## config.mk

```make
export PLATFORM = sky130hd
export DESIGN_NAME = out_of_range_event_monitor
export DESIGN_NICKNAME = d
export VERILOG_FILES = /design/src/rtl/orem_pkg.sv /design/src/rtl/orem_regs.sv /design/src/rtl/orem_state.sv /design/src/rtl/orem_eval.sv /design/src/rtl/out_of_range_event_monitor.sv
export SDC_FILE = /design/constraint.sdc
export NUM_CORES = 1
export LEC_CHECK = 0
export BUFFER_PORTS_ARGS = -buffer_cell sky130_fd_sc_hd__buf_2
export CAP_MARGIN = 20
export CORE_ASPECT_RATIO = 1.75
export CORE_UTILIZATION = 28
export CTS_CLUSTER_SIZE = 10
export DETAILED_ROUTE_END_ITERATION = 16
export HOLD_SLACK_MARGIN = 0.08
export PLACE_DENSITY = 0.5
export SLEW_MARGIN = 40
export SYNTH_ARGS = -nofsm -noshare
export SYNTH_HDL_FRONTEND = slang
export SYNTH_SLANG_ARGS = --single-unit
```

## constraint.sdc

```tcl
create_clock -name clk -period 15 [get_ports clk]
set_input_delay 0.75 -clock clk [delete_from_list [all_inputs] [get_ports clk]]
set_output_delay 0.75 -clock clk [all_outputs]
set_load 0.03 [all_outputs]
```

## src/rtl/orem_pkg.sv

```systemverilog
// Types and constants shared by the out-of-range event monitor.
package orem_pkg;

  localparam int OBJECTS   = 4;
  localparam int OBJ_W     = 2;
  localparam int OBJ_CNT_W = OBJ_W + 1;
  localparam int VAL_W     = 32;
  localparam int DB_W      = 31;
  localparam int DLY_W     = 16;
  localparam int CFG_IDX_W = 3;
  localparam int CFG_DAT_W = 32;
  // compare width: value plus deadband never wraps
  localparam int CMP_W     = VAL_W + 2;

  // Configuration register indexes
  localparam logic [CFG_IDX_W-1:0] REG_HI_LIM   = 3'd0;
  localparam logic [CFG_IDX_W-1:0] REG_LO_LIM   = 3'd1;
  localparam logic [CFG_IDX_W-1:0] REG_DEADBAND = 3'd2;
  localparam logic [CFG_IDX_W-1:0] REG_DELAY    = 3'd3;
  localparam logic [CFG_IDX_W-1:0] REG_LIM_EN   = 3'd4;
  localparam logic [CFG_IDX_W-1:0] REG_EVT_EN   = 3'd5;

  // Limit enable and event enable bit positions
  localparam int LE_LOW_BIT       = 0;
  localparam int LE_HIGH_BIT      = 1;
  localparam int EE_OFFNORMAL_BIT = 0;
  localparam int EE_NORMAL_BIT    = 2;

  typedef enum logic [1:0] {
    ST_NORMAL = 2'd0,
    ST_HIGH   = 2'd1,
    ST_LOW    = 2'd2
  } evt_state_t;

  typedef struct packed {
    logic signed [VAL_W-1:0] hi_lim;
    logic signed [VAL_W-1:0] lo_lim;
    logic [DB_W-1:0]         deadband;
    logic [DLY_W-1:0]        delay_ticks;
    logic [1:0]              lim_en;
    logic [2:0]              evt_en;
  } cfg_t;

  // Per-object state write-back
  typedef struct packed {
    logic             we;
    logic [OBJ_W-1:0] idx;
    logic [1:0]       state;
    logic [DLY_W-1:0] delay;
  } upd_t;

  typedef struct packed {
    logic [OBJ_W-1:0]        object_echo;
    logic                    transition;
    logic [1:0]              from_state;
    logic [1:0]              to_state;
    logic signed [VAL_W-1:0] exceeded_limit;
    logic                    in_alarm;
  } result_t;

endpackage

```

## src/rtl/orem_regs.sv

```systemverilog
// Configuration register file of the out-of-range event monitor.
module orem_regs (
  input  logic                                clk,
  input  logic                                rst,
  input  logic                                cfg_wr_en,
  input  logic [orem_pkg::CFG_IDX_W-1:0]      cfg_addr,
  input  logic [orem_pkg::CFG_DAT_W-1:0]      cfg_wdata,
  output orem_pkg::cfg_t                      cfg,
  output logic                                reload
);

  always_ff @(posedge clk) begin
    if (rst) begin
      cfg <= '0;
    end else if (cfg_wr_en) begin
      case (cfg_addr)
        orem_pkg::REG_HI_LIM:   cfg.hi_lim      <= cfg_wdata;
        orem_pkg::REG_LO_LIM:   cfg.lo_lim      <= cfg_wdata;
        orem_pkg::REG_DEADBAND: cfg.deadband    <= cfg_wdata[orem_pkg::DB_W-1:0];
        orem_pkg::REG_DELAY:    cfg.delay_ticks <= cfg_wdata[orem_pkg::DLY_W-1:0];
        orem_pkg::REG_LIM_EN:   cfg.lim_en      <= cfg_wdata[1:0];
        orem_pkg::REG_EVT_EN:   cfg.evt_en      <= cfg_wdata[2:0];
        default: ;
      endcase
    end
  end

  // Countdowns reload from the write data in the same edge as the register
  assign reload = cfg_wr_en && (cfg_addr == orem_pkg::REG_DELAY);

endmodule

```

## src/rtl/orem_state.sv

```systemverilog
// Per-object event state and delay countdown store.
module orem_state (
  input  logic                              clk,
  input  logic                              rst,
  input  logic                              reload,
  input  logic [orem_pkg::DLY_W-1:0]        reload_val,
  input  orem_pkg::upd_t                    upd,
  input  logic [orem_pkg::OBJ_W-1:0]        rd_idx,
  output logic [1:0]                        rd_state,
  output logic [orem_pkg::DLY_W-1:0]        rd_delay
);

  logic [1:0]                 evt [orem_pkg::OBJECTS];
  logic [orem_pkg::DLY_W-1:0] dly [orem_pkg::OBJECTS];

  always_ff @(posedge clk) begin
    if (rst) begin
      for (int i = 0; i < orem_pkg::OBJECTS; i++) begin
        evt[i] <= orem_pkg::ST_NORMAL;
        dly[i] <= '0;
      end
    end else if (reload) begin
      for (int i = 0; i < orem_pkg::OBJECTS; i++) begin
        dly[i] <= reload_val;
      end
    end else if (upd.we) begin
      evt[upd.idx] <= upd.state;
      dly[upd.idx] <= upd.delay;
    end
  end

  assign rd_state = evt[rd_idx];
  assign rd_delay = dly[rd_idx];

endmodule

```

## src/rtl/orem_eval.sv

```systemverilog
// Limit checks and event state transition for one tick.
module orem_eval (
  input  orem_pkg::cfg_t                        cfg,
  input  logic [orem_pkg::OBJ_W-1:0]            obj,
  input  logic signed [orem_pkg::VAL_W-1:0]     pv,
  input  logic [1:0]                            from,
  input  logic [orem_pkg::DLY_W-1:0]            delay,
  output orem_pkg::upd_t                        upd,
  output orem_pkg::result_t                     res
);

  logic                                in_range;
  logic                                active;
  logic                                cond;
  logic [1:0]                          target;
  logic [1:0]                          to;
  logic signed [orem_pkg::CMP_W-1:0]   pv_x;
  logic signed [orem_pkg::CMP_W-1:0]   hi_x;
  logic signed [orem_pkg::CMP_W-1:0]   lo_x;
  logic signed [orem_pkg::CMP_W-1:0]   db_x;
  logic signed [orem_pkg::CMP_W-1:0]   pv_db;
  logic signed [orem_pkg::CMP_W-1:0]   lo_db;
  logic                                hi_en;
  logic                                lo_en;
  logic                                off_en;
  logic                                norm_en;

  assign in_range = {1'b0, obj} < orem_pkg::OBJ_CNT_W'(orem_pkg::OBJECTS);

  assign pv_x  = orem_pkg::CMP_W'(pv);
  assign hi_x  = orem_pkg::CMP_W'(cfg.hi_lim);
  assign lo_x  = orem_pkg::CMP_W'(cfg.lo_lim);
  assign db_x  = signed'({3'b000, cfg.deadband});
  // pv < hi - db is checked as pv + db < hi; no wrap in the wider range
  assign pv_db = pv_x + db_x;
  assign lo_db = lo_x + db_x;

  assign hi_en   = cfg.lim_en[orem_pkg::LE_HIGH_BIT];
  assign lo_en   = cfg.lim_en[orem_pkg::LE_LOW_BIT];
  assign off_en  = cfg.evt_en[orem_pkg::EE_OFFNORMAL_BIT];
  assign norm_en = cfg.evt_en[orem_pkg::EE_NORMAL_BIT];

  always_comb begin
    active = (cfg.lim_en != 2'b00);
    cond   = 1'b0;
    target = orem_pkg::ST_NORMAL;
    case (from)
      orem_pkg::ST_NORMAL: begin
        if (pv_x > hi_x && hi_en && off_en) begin
          cond   = 1'b1;
          target = orem_pkg::ST_HIGH;
        end else if (pv_x < lo_x && lo_en && off_en) begin
          cond   = 1'b1;
          target = orem_pkg::ST_LOW;
        end
      end
      orem_pkg::ST_HIGH: cond = (pv_db < hi_x) && hi_en && norm_en;
      orem_pkg::ST_LOW:  cond = (pv_x > lo_db) && lo_en && norm_en;
      default: active = 1'b0;  // unused code: tick ignored
    endcase
  end

  always_comb begin
    upd.we    = in_range && active;
    upd.idx   = obj;
    upd.state = from;
    upd.delay = delay;
    if (cond) begin
      if (delay == '0) begin
        upd.state = target;
      end else begin
        upd.delay = delay - orem_pkg::DLY_W'(1);
      end
    end else begin
      upd.delay = cfg.delay_ticks;
    end
  end

  assign to = upd.we ? upd.state : from;

  always_comb begin
    res = '0;
    res.object_echo = obj;
    if (in_range) begin
      res.from_state = from;
      res.to_state   = to;
      res.transition = (from != to);
      res.in_alarm   = (to != orem_pkg::ST_NORMAL);
      if (from != to) begin
        if (to == orem_pkg::ST_HIGH || from == orem_pkg::ST_HIGH) begin
          res.exceeded_limit = cfg.hi_lim;
        end else begin
          res.exceeded_limit = cfg.lo_lim;
        end
      end
    end
  end

endmodule

```

## src/rtl/out_of_range_event_monitor.sv

```systemverilog
// Top level of the out-of-range event monitor.
// Usage:
//   Input channel (in_valid/in_ready) takes one beat per evaluation tick:
//   object_number and sample_value. Output channel (out_valid/out_ready)
//   returns one beat per tick with the old and new event state, the
//   transition flag, the limit involved and the in-alarm flag.
//   Configuration is a plain write port (cfg_wr_en, cfg_addr, cfg_wdata):
//   0 high limit, 1 low limit, 2 deadband, 3 time delay (also reloads every
//   countdown), 4 limit enable, 5 event enable; write only while idle.
//   Throughput: one beat per cycle while out_ready stays high; the input
//   register feeds the state read-modify-write and compare logic, which
//   loads the output register.
//   Ticks for the same object may follow back to back, since the state
//   store is written at the edge where the result register loads.
//   Stall: while out_ready is low the output beat holds; the input register
//   still takes one more beat, after which in_ready drops.
//   Reset: rst (synchronous) clears the configuration registers, all objects
//   to normal with zero countdowns, and empties both pipeline stages.
module out_of_range_event_monitor (
  input  logic                                  clk,
  input  logic                                  rst,
  input  logic                                  in_valid,
  output logic                                  in_ready,
  input  logic [orem_pkg::OBJ_W-1:0]            object_number,
  input  logic signed [orem_pkg::VAL_W-1:0]     sample_value,
  output logic                                  out_valid,
  input  logic                                  out_ready,
  output logic [orem_pkg::OBJ_W-1:0]            object_echo,
  output logic                                  transition,
  output logic [1:0]                            from_state,
  output logic [1:0]                            to_state,
  output logic signed [orem_pkg::VAL_W-1:0]     exceeded_limit,
  output logic                                  in_alarm,
  input  logic                                  cfg_wr_en,
  input  logic [orem_pkg::CFG_IDX_W-1:0]        cfg_addr,
  input  logic [orem_pkg::CFG_DAT_W-1:0]        cfg_wdata
);

  orem_pkg::cfg_t                     cfg;
  logic                               reload;
  orem_pkg::upd_t                     upd_raw;
  orem_pkg::upd_t                     upd;
  orem_pkg::result_t                  res;
  orem_pkg::result_t                  res_q;
  logic [1:0]                         rd_state;
  logic [orem_pkg::DLY_W-1:0]         rd_delay;

  logic                               s1_valid;
  logic [orem_pkg::OBJ_W-1:0]         s1_obj;
  logic signed [orem_pkg::VAL_W-1:0]  s1_pv;
  logic                               out_load;

  assign out_load = s1_valid && (!out_valid || out_ready);
  assign in_ready = !s1_valid || out_load;

  orem_regs u_regs (
    .clk       (clk),
    .rst       (rst),
    .cfg_wr_en (cfg_wr_en),
    .cfg_addr  (cfg_addr),
    .cfg_wdata (cfg_wdata),
    .cfg       (cfg),
    .reload    (reload)
  );

  orem_state u_state (
    .clk        (clk),
    .rst        (rst),
    .reload     (reload),
    .reload_val (cfg_wdata[orem_pkg::DLY_W-1:0]),
    .upd        (upd),
    .rd_idx     (s1_obj),
    .rd_state   (rd_state),
    .rd_delay   (rd_delay)
  );

  orem_eval u_eval (
    .cfg   (cfg),
    .obj   (s1_obj),
    .pv    (s1_pv),
    .from  (rd_state),
    .delay (rd_delay),
    .upd   (upd_raw),
    .res   (res)
  );

  // State commits only when the beat moves into the output register
  always_comb begin
    upd    = upd_raw;
    upd.we = upd_raw.we && out_load;
  end

  always_ff @(posedge clk) begin
    if (rst) begin
      s1_valid  <= 1'b0;
      out_valid <= 1'b0;
    end else begin
      if (in_ready) begin
        s1_valid <= in_valid;
      end
      if (out_load) begin
        out_valid <= 1'b1;
      end else if (out_ready) begin
        out_valid <= 1'b0;
      end
    end
  end

  always_ff @(posedge clk) begin
    if (in_ready && in_valid) begin
      s1_obj <= object_number;
      s1_pv  <= sample_value;
    end
    if (out_load) begin
      res_q <= res;
    end
  end

  assign object_echo    = res_q.object_echo;
  assign transition     = res_q.transition;
  assign from_state     = res_q.from_state;
  assign to_state       = res_q.to_state;
  assign exceeded_limit = res_q.exceeded_limit;
  assign in_alarm       = res_q.in_alarm;

endmodule

```

Word level (Yosys, flattened, before mapping)

Memories as Yosys holds them, arrays and structs flattened. A register that Yosys moved wholly into a read port is not among the register bits.
Cells that the tools add are included.

Multiplexer cells: 36
Bitwise gates (word level): 4
Reduce and logical (&&, ||, !) cells: 32
Equality and inequality tests: 9
Order comparisons: 4
Add/sub/neg operators: 3

Operator list:

| operator                                                              | number |
|---|---|
| 16-bit two-way mux                                                    | 7 |
| 32-bit by 32-bit adder with 33-bit output                             | 2 |
| 32-bit by 33-bit greater-than comparator with 1-bit output            | 1 |
| 33-bit by 32-bit < comparator with 1-bit output                       | 1 |
| 32-bit greater-than comparator                                        | 1 |
| 32-bit < comparator                                                   | 1 |
| 32-bit two-way mux                                                    | 1 |
| 2-bit two-way mux                                                     | 11 |
| 16-bit zero test                                                      | 1 |
| 1-bit two-way mux                                                     | 16 |
| 16-bit OR reduction                                                   | 1 |
| 16-bit by 1-bit subtractor with 16-bit output, second input constant  | 1 |
| 1-bit logical AND                                                     | 12 |
| 2-bit AND reduction                                                   | 6 |
| 3-bit by 2-bit equality test with 1-bit output, second input constant | 2 |
| 3-bit equality test, second input constant                            | 2 |
| 2-bit nonzero test                                                    | 3 |
| 2-bit by 1-bit equality test with 1-bit output, second input constant | 2 |
| 1-bit bitwise OR                                                      | 4 |
| 3-bit by 1-bit equality test with 1-bit output, second input constant | 1 |
| 3-bit zero test                                                       | 1 |
| 1-bit logical OR                                                      | 3 |
| 1-bit one-hot mux with 3 select lines                                 | 1 |
| 3-bit OR reduction                                                    | 1 |
| other kinds (5)                                                       | 6 |

Bits in writable memories: 72
Input bits: 74
Memories kept: 2
Output and inout bits: 42
Register bits: 192

Memory list:

| memory      | depth | bits a word | rd ports | clocked after memory_dff | write ports | line             | RTL |
|---|---|---|---|---|---|---|---|
| u_state.dly | 4     | 16          | 1        | 1                        | 4           | orem_state.sv:14 | `logic [orem_pkg::DLY_W-1:0] dly [orem_pkg::OBJECTS];` |
| u_state.evt | 4     | 2           | 1        | 1                        | 4           | orem_state.sv:13 | `logic [1:0] evt [orem_pkg::OBJECTS];` |

Longest topological paths before layout

Gate-level depths: netlist of run 1.

Depth in word-level cells: 12
Depth in mapped cells: 26
Gate-level depth less buffers: 24

Modules after synthesis

From an unflattened synthesis of run 1, not the netlist that was laid out.

Cell total of the unflattened synthesis: 1,819
Area total of the unflattened synthesis: 18,671.7 um^2

Modules (own cells, without submodules):

| module                     | seq. area each (um^2) | cells each | area each (um^2) | times used |
|---|---|---|---|---|
| orem_eval                  | 0.0                   | 1,108      | 8,102.8          | 1 |
| orem_regs                  | 2,322.2               | 419        | 4,654.5          | 1 |
| orem_state                 | 2,162.1               | 207        | 3,582.2          | 1 |
| out_of_range_event_monitor | 2,262.2               | 85         | 2,332.2          | 1 |

Least setup slack after synthesis of run 1

No wires, ideal clock.

Path type: register to register
From: register s1_pv[0] (netlist name)
To: memory u_state.dly[0][13] (netlist name) (data pin)
Cell stages (with the launch flop): 26
Required time: 14.735 ns
Period minus slack after synthesis: 5.601 ns
Library setup time: 0.265 ns
Slack: 9.399 ns
Data arrival time: 5.336 ns
Path through: edfxtp_1 > ha_1 > inv_1 > fa_1 > nor2b_1 > o2111a_1 > o31a_1 > o32ai_1 > o21ai_1 > a21o_1 > o2bb2ai_1 > o21ai_1 > o21a_1 > o311ai_0 > ha_1 > nand4_1 > nand2b_1 > or4_1 > o221ai_1 > a21oi_1 > xnor2_1 > nand4_1 > a21oi_2 > buf_6 > mux2i_1 > o21ai_1

RTL lines:

| element                | line                              | RTL |
|---|---|---|
| start, declared        | out_of_range_event_monitor.sv:50  | `logic signed [orem_pkg::VAL_W-1:0] s1_pv;` |
| start signal, assigned | out_of_range_event_monitor.sv:112 | `s1_pv <= sample_value;` |
| end, declared          | orem_state.sv:14                  |  |

==> results by group, run 1 <==
GRT
  • First-pass GRT wire length: 87300 µm
  • Largest net degree at the start of global routing: 69
  • GRT Total Usage: 0.189
  • Vias in the first global route: 14308
  • Initial antenna violation count: 2
  • Total grt overflow: 0

Setup path
  • CP most frequent cell: a21oi_1
  • Worst stage delay on the critical path: 0.67 ns
  • Critical path launch point type: flip-flop
  • Crit. End Element: flip-flop
  • CP max stage cell: o41ai_1
  • CP Launch Point: s1_pv[1]
  • Worst-path cell chain: ha_1 -> a211oi_1 -> o21ai_0 -> nand3_1 -> o211ai_1 -> a21oi_1 -> o311ai_0 -> o41ai_1 -> o211ai_1 -> a21oi_1 -> xnor2_1 -> ha_1 -> nand4_1 -> nand2b_1 -> or4_1 -> o221ai_1 -> a21oi_1 -> xnor2_1 -> nand4_1 -> a21oi_2 -> buf_4 -> mux2i_1 -> o21ai_0
  • Crit Path Class: reg -> reg
  • CP arrival: 7.40 ns
  • CP max FO: 16
  • Required time worst endpoint: 15.30 ns
  • FF-to-FF Start: s1_pv[1]

Clocking
  • H-tree depth: 1
  • Hold_buf cts: 0
  • CTS tree: done
  • Setup bufs post-CTS: 0
  • Clk root buf: clkbuf_16
  • Clock slew at reported path FFs: 0.07 ns
  • Clock latency at the later pin of the worst-skew pair: 0.60 ns
  • Clk buf depth: 3
  • Clock Sinks: 265
  • Gates resized, CTS repair: 0
  • TritonCTS Buffers: 31

Yosys
  • Fraction of the yosys area taken by sequential cells: 0.403
  • Cell area after synthesis: 16800 µm²
  • Post-synth EDFFs: 146
  • Synthesized flop and latch total: 265
  • Async set-or-reset flop fraction in the synthesized netlist: 0
  • Top FF cell, synth: edfxtp_1
  • Mean Syn Cell Area: 9.24 µm²
  • Largest cells by area after synthesis: edfxtp_1 26%, ha_1 15%, dfxtp_1 14%
  • Syn_nets: 2089
  • Yosys top cell area share: 0.261
  • Synth warn: 0
  • Cell taking the most area after synthesis: edfxtp_1
  • Synth Instances: 1818
  • Synth unique cells: 84

Floorplanning
  • Die width: 187 µm
  • Initial core utilization: 0.284
  • Die height: 326 µm
  • Floorplan row count: 118
  • CORE AREA: 59200 µm²
  • Die area: 61000 µm²
  • Num ports: 116

STA
  • Fmax: 0.141 GHz
  • Clock skew: 0.0268 ns
  • Hold slack: 0.331 ns
  • Final Hold Viols: 0
  • RSZ-0062 raised after global routing: false
  • Setup-failing EPs final: 0
  • Setup TNS Final: 0 ns
  • Slew @ Worst Pin: 0.826 ns
  • Fin. max-slew vios: 0
  • Slew Limit Headroom: 0.449
  • Fin crit share: 0.473
  • Clock period minus worst slack: 7.10 ns

Layout
  • Share of layout cells above drive strength 1: 0.120
  • Area grow syn2layout: 13.9%
  • Antenna diodes: 0
  • Fillers: 6135
  • Finished Layout Cells: 2715
  • Most frequent cells in the layout: 292 x nand2_1, 230 x a21oi_1, 195 x ha_1
  • Final net count: 2181
  • Most common cell after layout, fill and taps aside: nand2_1

Routing
  • First-pass iteration count of the detailed router: 4
  • Antenna Nets Post-Route: 0
  • Vias: 13925
  • WL/cell: 21.3 µm
  • DR DRC count: 0
  • DRT iter0 DRCs: 729
  • Wirelength, routed: 57900 µm
  • Vias per cell: 5.13

Run
  • Max Cap Violations: 0

Placement
  • Port Buffers: 115
  • Routability congestion estimate: 0.897
  • Placed cell count: 2657
  • DP Wirelength: 42700 µm

Min path
  • Hold path start: sample_value[24]
  • Worst hold path class: in -> reg

Pwr
  • Pleak: 7.08 nW
  • Max VDD drop: 0.0837 mV
  • Pwr/cell area: 93.8 nW/µm²
  • Post-route total power: 1.79 mW

Outcome
  • Status: finished clean
area by class of cell:
| type | count | area (µm²) | area share |
|---|---|---|---|
| clock buffer | 55 | 886 | 0.0463 |
| multi-input combinational | 1377 | 9400 | 0.491 |
| timing repair buffer | 128 | 679 | 0.0355 |
| inverter | 107 | 402 | 0.0210 |
| tap | 780 | 976 | 0.0510 |
| clock inverter | 3 | 22.5 | 0.00118 |
| sequential | 265 | 6770 | 0.354 |
flip-flops by register name (all words and copies together), names as in the netlist, named ones only:
name            count
in_alarm            1
u_regs.cfg        115
object_echo         2
exceeded_limit     32
u_state.dly        64
u_state.evt         8
s1_pv              32
from_state          2
transition          1
out_valid           1
s1_obj              2
s1_valid            1
to_state            2
critical path: cells and delay by family (launching register included):
kind | cells | cell delay (ns)
xor gates and xnor gates | 2 | 0.37
AOI/OAI and AO/OA | 12 | 3.29
buffers and inverters | 1 | 0.36
DFF | 1 | 0.51
adders and majority gates | 2 | 0.67
and+or+nand+nor | 5 | 1.21
muxes | 1 | 0.35
per-layer routing:
layer / GRT usage / up-vias / routed length, µm
met4: 0.100 / 0 / 3040
met5: 0 / - / 0
met1: 0.191 / 6744 / 21300
li1: - / 6762 / -
met2: 0.376 / 304 / 31800
met3: 0.0175 / 115 / 1710
metrics by stage:
step / cell area [µm²] / setup WS (ns) / utilization
4_1_cts: 19100 / 7.87 / 0.323
2_1_floorplan: 16800 / 9.40 / -
3_5_place_dp: 18200 / 7.92 / 0.308
6_report: 19100 / 7.90 / 0.323
5_1_grt: 19100 / 7.49 / 0.323
3_3_place_gp: 18200 / 7.91 / 0.307
cell usage after synthesis (all sizes together) (9+ instances only):
library cell	count
inv	107
ha	195
o21ai	143
dfxtp	119
or3	37
xnor2	45
buf	14
a21oi	233
nor3	23
nand2b	18
xor2	22
o21bai	9
o31ai	11
nor2b	15
nand2	303
nor2	62
clkbuf	55
mux4	16
o211ai	10
nor4	9
nand4	26
edfxtp	146
mux2i	22
nand3	32
a21o	38
logic make-up (layout without fill, tap and decap cells):
| group | count (synthesis) | count (layout) | share of synthesized area |
|---|---|---|---|
| AO/OA/AOI/OAI | 510 | 510 | 0.179 |
| XOR/XNOR | 67 | 67 | 0.0349 |
| adder cells (fa/ha/maj) | 197 | 197 | 0.148 |
| buffers and inverters | 176 | 293 | 0.0427 |
| flip-flops | 265 | 265 | 0.403 |
| multiplexers | 43 | 43 | 0.0379 |
| AND/OR/NAND/NOR | 560 | 560 | 0.155 |
worst paths after layout:
path,end,cells after the start,slack (ns)
setup / recovery,u_state.dly[1][5],23,7.90
hold / removal,s1_pv[24],1,0.33
setup reg to reg,u_state.dly[1][5],23,7.90
hold reg to reg,u_regs.cfg[8],2,0.45
report_power, final:
group / internal, mW / leakage (nW) / total [mW] / switching (mW)
combinational: 0.0923 / 4.26 / 0.262 / 0.169
sequential: 0.796 / 2.38 / 0.818 / 0.0218
clock: 0.396 / 0.435 / 0.715 / 0.319
total: 1.28 / 7.08 / 1.79 / 0.510
Note: power is estimated with default switching activity, not from simulation.
==> run 2: changes to the inputs <==
- ABC_AREA: default -> 1
- PLACE_DENSITY: 0.5 -> 0.52
- clock period: 15 -> 6 ns (I/O delays scaled with it)
==> run 2 against run 1 <==
Compared with the run above:
- sequential power increased to 2.6 times the previous value
- synthesized area increased by 4.4%
- global-route usage increased by 0.37 points
- count of clock-buffer cells in the layout decreased by 1
- routed wire length increased by 5.9%
- highest routed layer unchanged
==> results by group, run 2 <==
STA
  • Fmax: 0.182 GHz
  • Slew Limit Headroom: 0.488
  • Setup-failing EPs final: 0
  • Setup TNS Final: 0 ns
  • Final Hold Viols: 0
  • Final WS setup: 0.520 ns
  • Slew @ Worst Pin: 0.768 ns
  • Clock period minus worst slack: 5.48 ns
  • Clock skew: 0.0322 ns
  • Fin. max-slew vios: 0
  • Fin crit share: 0.913
  • RSZ-0062 raised after global routing: false
  • Hold slack: 0.0938 ns

Floorplanning
  • Die area: 63700 µm²
  • Num ports: 116
  • CORE AREA: 62100 µm²
  • Die width: 191 µm
  • Die height: 333 µm
  • Floorplan row count: 121
  • Initial core utilization: 0.282

Routing
  • Vias per cell: 4.84
  • Antenna Nets Post-Route: 0
  • First-pass iteration count of the detailed router: 5
  • DRT iter0 DRCs: 840
  • WL/cell: 18.9 µm
  • Wirelength, routed: 61300 µm
  • Vias: 15678
  • DR DRC count: 0

Placement
  • Pre-CTS setup slack: 0.458 ns
  • Placed cell count: 3117
  • Cell Area, Placed: 19300 µm²
  • Port Buffers: 115
  • Routability congestion estimate: 0.908
  • DP Wirelength: 48300 µm

Setup path
  • Required time worst endpoint: 6.33 ns
  • Crit Path Class: reg -> reg
  • Crit. End Element: flip-flop
  • CP max FO: 25
  • CP max stage cell: edfxtp_1
  • Critical path launch point type: flip-flop
  • CP arrival: 5.81 ns
  • Worst stage delay on the critical path: 0.46 ns
  • CP most frequent cell: nand2_1

Clocking
  • Clock slew at reported path FFs: 0.06 ns
  • Clk buf depth: 3
  • CTS tree: done
  • Clock Sinks: 265
  • TritonCTS Buffers: 30
  • H-tree depth: 1
  • Clk root buf: clkbuf_16
  • Clock latency at the later pin of the worst-skew pair: 0.60 ns

Yosys
  • Cell area after synthesis: 17500 µm²
  • Yosys top cell area share: 0.250
  • Synth warn: 0
  • Synth Instances: 2201
  • Synthesized flop and latch total: 265
  • Synth cell count leaders: 502 x nand2_1, 242 x nor2_1, 210 x a21oi_1
  • Largest cells by area after synthesis: edfxtp_1 25%, ha_1 14%, dfxtp_1 14%
  • Synth unique cells: 53
  • Top FF cell, synth: edfxtp_1
  • Syn_nets: 2472
  • Post-synth EDFFs: 146
  • Async set-or-reset flop fraction in the synthesized netlist: 0
  • Cell taking the most area after synthesis: edfxtp_1
  • Most common cell in the netlist: nand2_1
  • Mean Syn Cell Area: 7.97 µm²
  • Fraction of the yosys area taken by sequential cells: 0.386

Pwr
  • Max VDD drop: 0.234 mV
  • Post-route total power: 4.88 mW
  • Pleak: 9.22 nW
  • Pwr/cell area: 235 nW/µm²

Layout
  • Most flop-heavy register: u_regs.cfg
  • Finished Layout Cells: 3238
  • Fillers: 6615
  • Core Util, Final: 0.335
  • Share of layout cells above drive strength 1: 0.130
  • Post-route cell area: 20800 µm²
  • Final net count: 2687
  • Antenna diodes: 0
  • Largest registers: u_regs.cfg (115), u_state.dly (64)
  • Most frequent cells in the layout: 502 x nand2_1, 239 x nor2_1, 207 x a21oi_1
  • Area grow syn2layout: 18.7%
  • Most common cell after layout, fill and taps aside: nand2_1
  • Max reg flops: 115

Outcome
  • Status: finished clean

GRT
  • Total grt overflow: 0
  • Initial antenna violation count: 0
  • GRT Total Usage: 0.193
  • Vias in the first global route: 16106
  • First-pass GRT wire length: 92700 µm
  • Largest net degree at the start of global routing: 65

Min path
  • Worst hold path class: in -> reg

Run
  • Max Cap Violations: 0
==> run 2: cell count changes after synthesis, sizes merged, moves of 17 or more <==
cell,before,now
nor2,62,275
o21ai,143,193
clkbuf,55,34
a21oi,233,211
nand2,303,545
inv,107,209
nand2b,18,1
or3,37,0
a21o,38,7
nand3,32,53
==> run 2: metal layers <==
metal / part of all wire / vias up / wire length, µm / global-route usage
met2: 0.58 / 317 / 35400 / 0.399
met3: 0.027 / 126 / 1670 / 0.0189
li1: - / 7844 / - / -
met5: 0 / - / 0 / 0
met4: 0.053 / 0 / 3240 / 0.0956
met1: 0.34 / 7391 / 20900 / 0.180
==> run 2: critical path, delay by kind of cell (launching register included) <==
| family | cells | cell delay [ns] |
|---|---|---|
| simple gates | 19 | 1.82 |
| compound gates | 7 | 1.51 |
| fa+ha+maj | 2 | 0.62 |
| buf+inv | 4 | 0.61 |
| flops | 1 | 0.46 |
| xor+xnor | 1 | 0.16 |
==> run 2: layout make-up <==
| type | count | area (µm²) | share of cell area |
|---|---|---|---|
| Multi-Input combinational cell | 1666 | 9650 | 0.463 |
| Sequential cell | 265 | 6770 | 0.325 |
| Timing Repair Buffer | 240 | 1720 | 0.0828 |
| Tap cell | 799 | 1000 | 0.0480 |
| Clock buffer | 54 | 851 | 0.0409 |
| Inverter | 213 | 811 | 0.0389 |
| Clock inverter | 1 | 16.3 | 0.000781 |
==> run 2: power breakdown <==
part	internal, mW	switching, mW
Sequential	2.02	0.0698
Clock	0.946	0.771
Combinational	0.388	0.690
Total	3.35	1.53
==> run 2: kinds of logic after synthesis <==
family | synth area share
mux | 0.00514
buf+inv | 0.0657
fa+ha+maj | 0.141
xor+xnor | 0.0335
compound gates | 0.144
simple gates | 0.224
flops | 0.386
==> run 2: worst paths after layout <==
check                 start                 end  slack [ns]  cells after the start
max                s1_pv[2]  exceeded_limit[17]        0.52                     33
min            cfg_wdata[7]      u_regs.cfg[28]        0.09                      3
max reg2reg        s1_pv[2]  exceeded_limit[17]        0.52                     33
min reg2reg  u_regs.cfg[17]      u_regs.cfg[17]        0.45                      2
==> run 2: repair_timing <==
action | CTS | global route
gates resized for setup | 0 | 6
hold buffers | 65 | 0
endpoints found under the hold margin | 103 | 0
setup buffers | 0 | 0
setup endpoints to repair | 0 | 71
==> run 3: changes to the inputs <==
- HOLD_SLACK_MARGIN: 0.08 -> 0.1
==> run 3 against run 2 <==
Compared with the run above:
- worst setup slack gained 0.0035 ns
- first-iteration DRC count shrank 6.5%
- critical path depth grew 4
- sequential cell count is the same
- routed wire length is essentially flat
- core utilization is essentially flat
- count of clock-buffer cells in the layout is the same
==> results by group, run 3 (synthesized netlist as in run 2, its figures left out) <==
Setup path
  • FF-to-FF Start: s1_pv[0]
  • CP arrival: 5.81 ns
  • CP most frequent cell: nand2_1
  • CP max stage cell: fa_1
  • Worst R2R Path Depth: 37
  • CP max FO: 25
  • Required time worst endpoint: 6.33 ns
  • Critical path launch point type: flip-flop
  • R2R setup slack: 0.52 ns
  • Crit Path Class: reg -> reg
  • Crit. End Element: flip-flop
  • Reg2reg end: exceeded_limit[17]
  • Worst stage delay on the critical path: 0.41 ns

Layout
  • Antenna diodes: 0
  • Most frequent cells in the layout: 502 x nand2_1, 239 x nor2_1, 207 x a21oi_1
  • Most flop-heavy register: u_regs.cfg
  • Area grow syn2layout: 18.9%
  • Largest registers: u_regs.cfg (115), u_state.dly (64)
  • Footprint of the multi-input gates: 9650 µm²
  • Fillers: 6614
  • Most common cell after layout, fill and taps aside: nand2_1
  • Reg area: 6770 µm²
  • Final net count: 2690
  • Finished Layout Cells: 3241
  • Max reg flops: 115
  • Share of layout cells above drive strength 1: 0.130

Floorplanning
  • CORE AREA: 62100 µm²
  • Num ports: 116
  • Floorplan row count: 121
  • Die width: 191 µm
  • Die height: 333 µm
  • Initial core utilization: 0.282
  • Die area: 63700 µm²

Routing
  • Vias: 15727
  • Vias per cell: 4.85
  • DRT iter0 DRCs: 785
  • First-pass iteration count of the detailed router: 6
  • WL/cell: 18.9 µm
  • Antenna Nets Post-Route: 0
  • Wirelength, routed: 61300 µm
  • DR DRC count: 0

Placement
  • Port Buffers: 115
  • Placed cell count: 3117
  • DP Wirelength: 48300 µm
  • Routability congestion estimate: 0.908

GRT
  • Largest net degree at the start of global routing: 65
  • GRT Total Usage: 0.193
  • Initial antenna violation count: 0
  • Vias in the first global route: 16118
  • First-pass GRT wire length: 92700 µm
  • Total grt overflow: 0

Min path
  • Endpoint, Worst Hold: u_regs.cfg[26]
  • Worst hold path class: in -> reg
  • Hold path start: cfg_wdata[5]
  • Hold path depth: 3

Clocking
  • Clock Sinks: 265
  • Clk buf depth: 3
  • Clk root buf: clkbuf_16
  • CTS tree: done
  • Clock latency at the later pin of the worst-skew pair: 0.60 ns
  • Clock slew at reported path FFs: 0.06 ns
  • TritonCTS Buffers: 30
  • H-tree depth: 1

STA
  • Fin. max-slew vios: 0
  • Final Hold Viols: 0
  • Slew @ Worst Pin: 0.773 ns
  • Fmax: 0.183 GHz
  • Fin crit share: 0.913
  • RSZ-0062 raised after global routing: false
  • Clock period minus worst slack: 5.48 ns
  • Clock skew: 0.0320 ns
  • Slew Limit Headroom: 0.485
  • Setup TNS Final: 0 ns
  • Setup-failing EPs final: 0

Outcome
  • Status: finished clean

Pwr
  • Pleak: 9.23 nW
  • Net Switching: 1.53 mW
  • Gate power share: 0.221
  • Max VDD drop: 0.234 mV
  • Pwr/cell area: 234 nW/µm²
  • Sw Share: 0.314
  • Pint: 3.35 mW
  • Clk pwr share: 0.351
  • Flop pwr share: 0.427

Run
  • Max Cap Violations: 0
[run 3: per-layer routing]
metal  share of wire  wire (µm)  track usage
met5               0          0            0
met4           0.053       3250       0.0956
met3           0.027       1650       0.0189
met2            0.58      35300        0.399
met1            0.34      21000        0.180
[run 3: worst max-delay path by stage]
stage,depth (start not counted),from,endpoint
final,37,s1_pv[0],exceeded_limit[17]
after global routing,38,u_regs.cfg[21],exceeded_limit[15]
after CTS,35,u_regs.cfg[23],exceeded_limit[13]
after detailed placement,35,u_regs.cfg[23],exceeded_limit[23]
after global placement,36,s1_pv[0],exceeded_limit[17]
after floorplan,40,u_regs.cfg[21],exceeded_limit[1]
[run 3: critical path, delay by kind of cell (launching register included)]
kind / cells / cell delay, ns
AO/OA/AOI/OAI: 7 / 1.26
XOR/XNOR: 1 / 0.15
adder cells (fa/ha/maj): 3 / 1.01
buffers and inverters: 7 / 0.93
flip-flops: 1 / 0.40
AND/OR/NAND/NOR: 19 / 1.47
[run 3: cell type report]
type,count,area share
clock buffers,54,0.0408
flip-flops and latches,265,0.325
well taps,799,0.0480
repair buffers,243,0.0841
multi-input cells,1666,0.463
inverters,213,0.0389
clock inverters,1,0.000780
[run 3: repair_timing]
action,CTS,global route
hold endpoints to repair,110,0
endpoints found under the setup margin,0,71
hold buffers,68,0
gates resized for setup,0,6
buffers inserted,0,0
[run 3: power groups by stage]
stage          logic (mW)  clock network, mW  registers, mW
3_3_place_gp         1.03                  0           2.13
5_1_grt              1.21               1.82           2.10
3_5_place_dp         1.05                  0           2.13
4_1_cts              1.09               1.76           2.09
2_1_floorplan       0.692                  0           2.13
6_report             1.08               1.72           2.09
[run 3: stage by stage]
stage	worst slack, ns	utilization	cell area (µm²)	power (mW)	hold slack (ns)
finish	0.524	0.336	20800	4.89	0.124
floorplan	1.27	-	17500	2.83	0.369
CTS	0.414	0.336	20800	4.94	0.101
global placement	0.436	0.310	19300	3.16	0.437
global route	0.0498	0.336	20800	5.12	0.133
detailed placement	0.458	0.311	19300	3.18	0.440
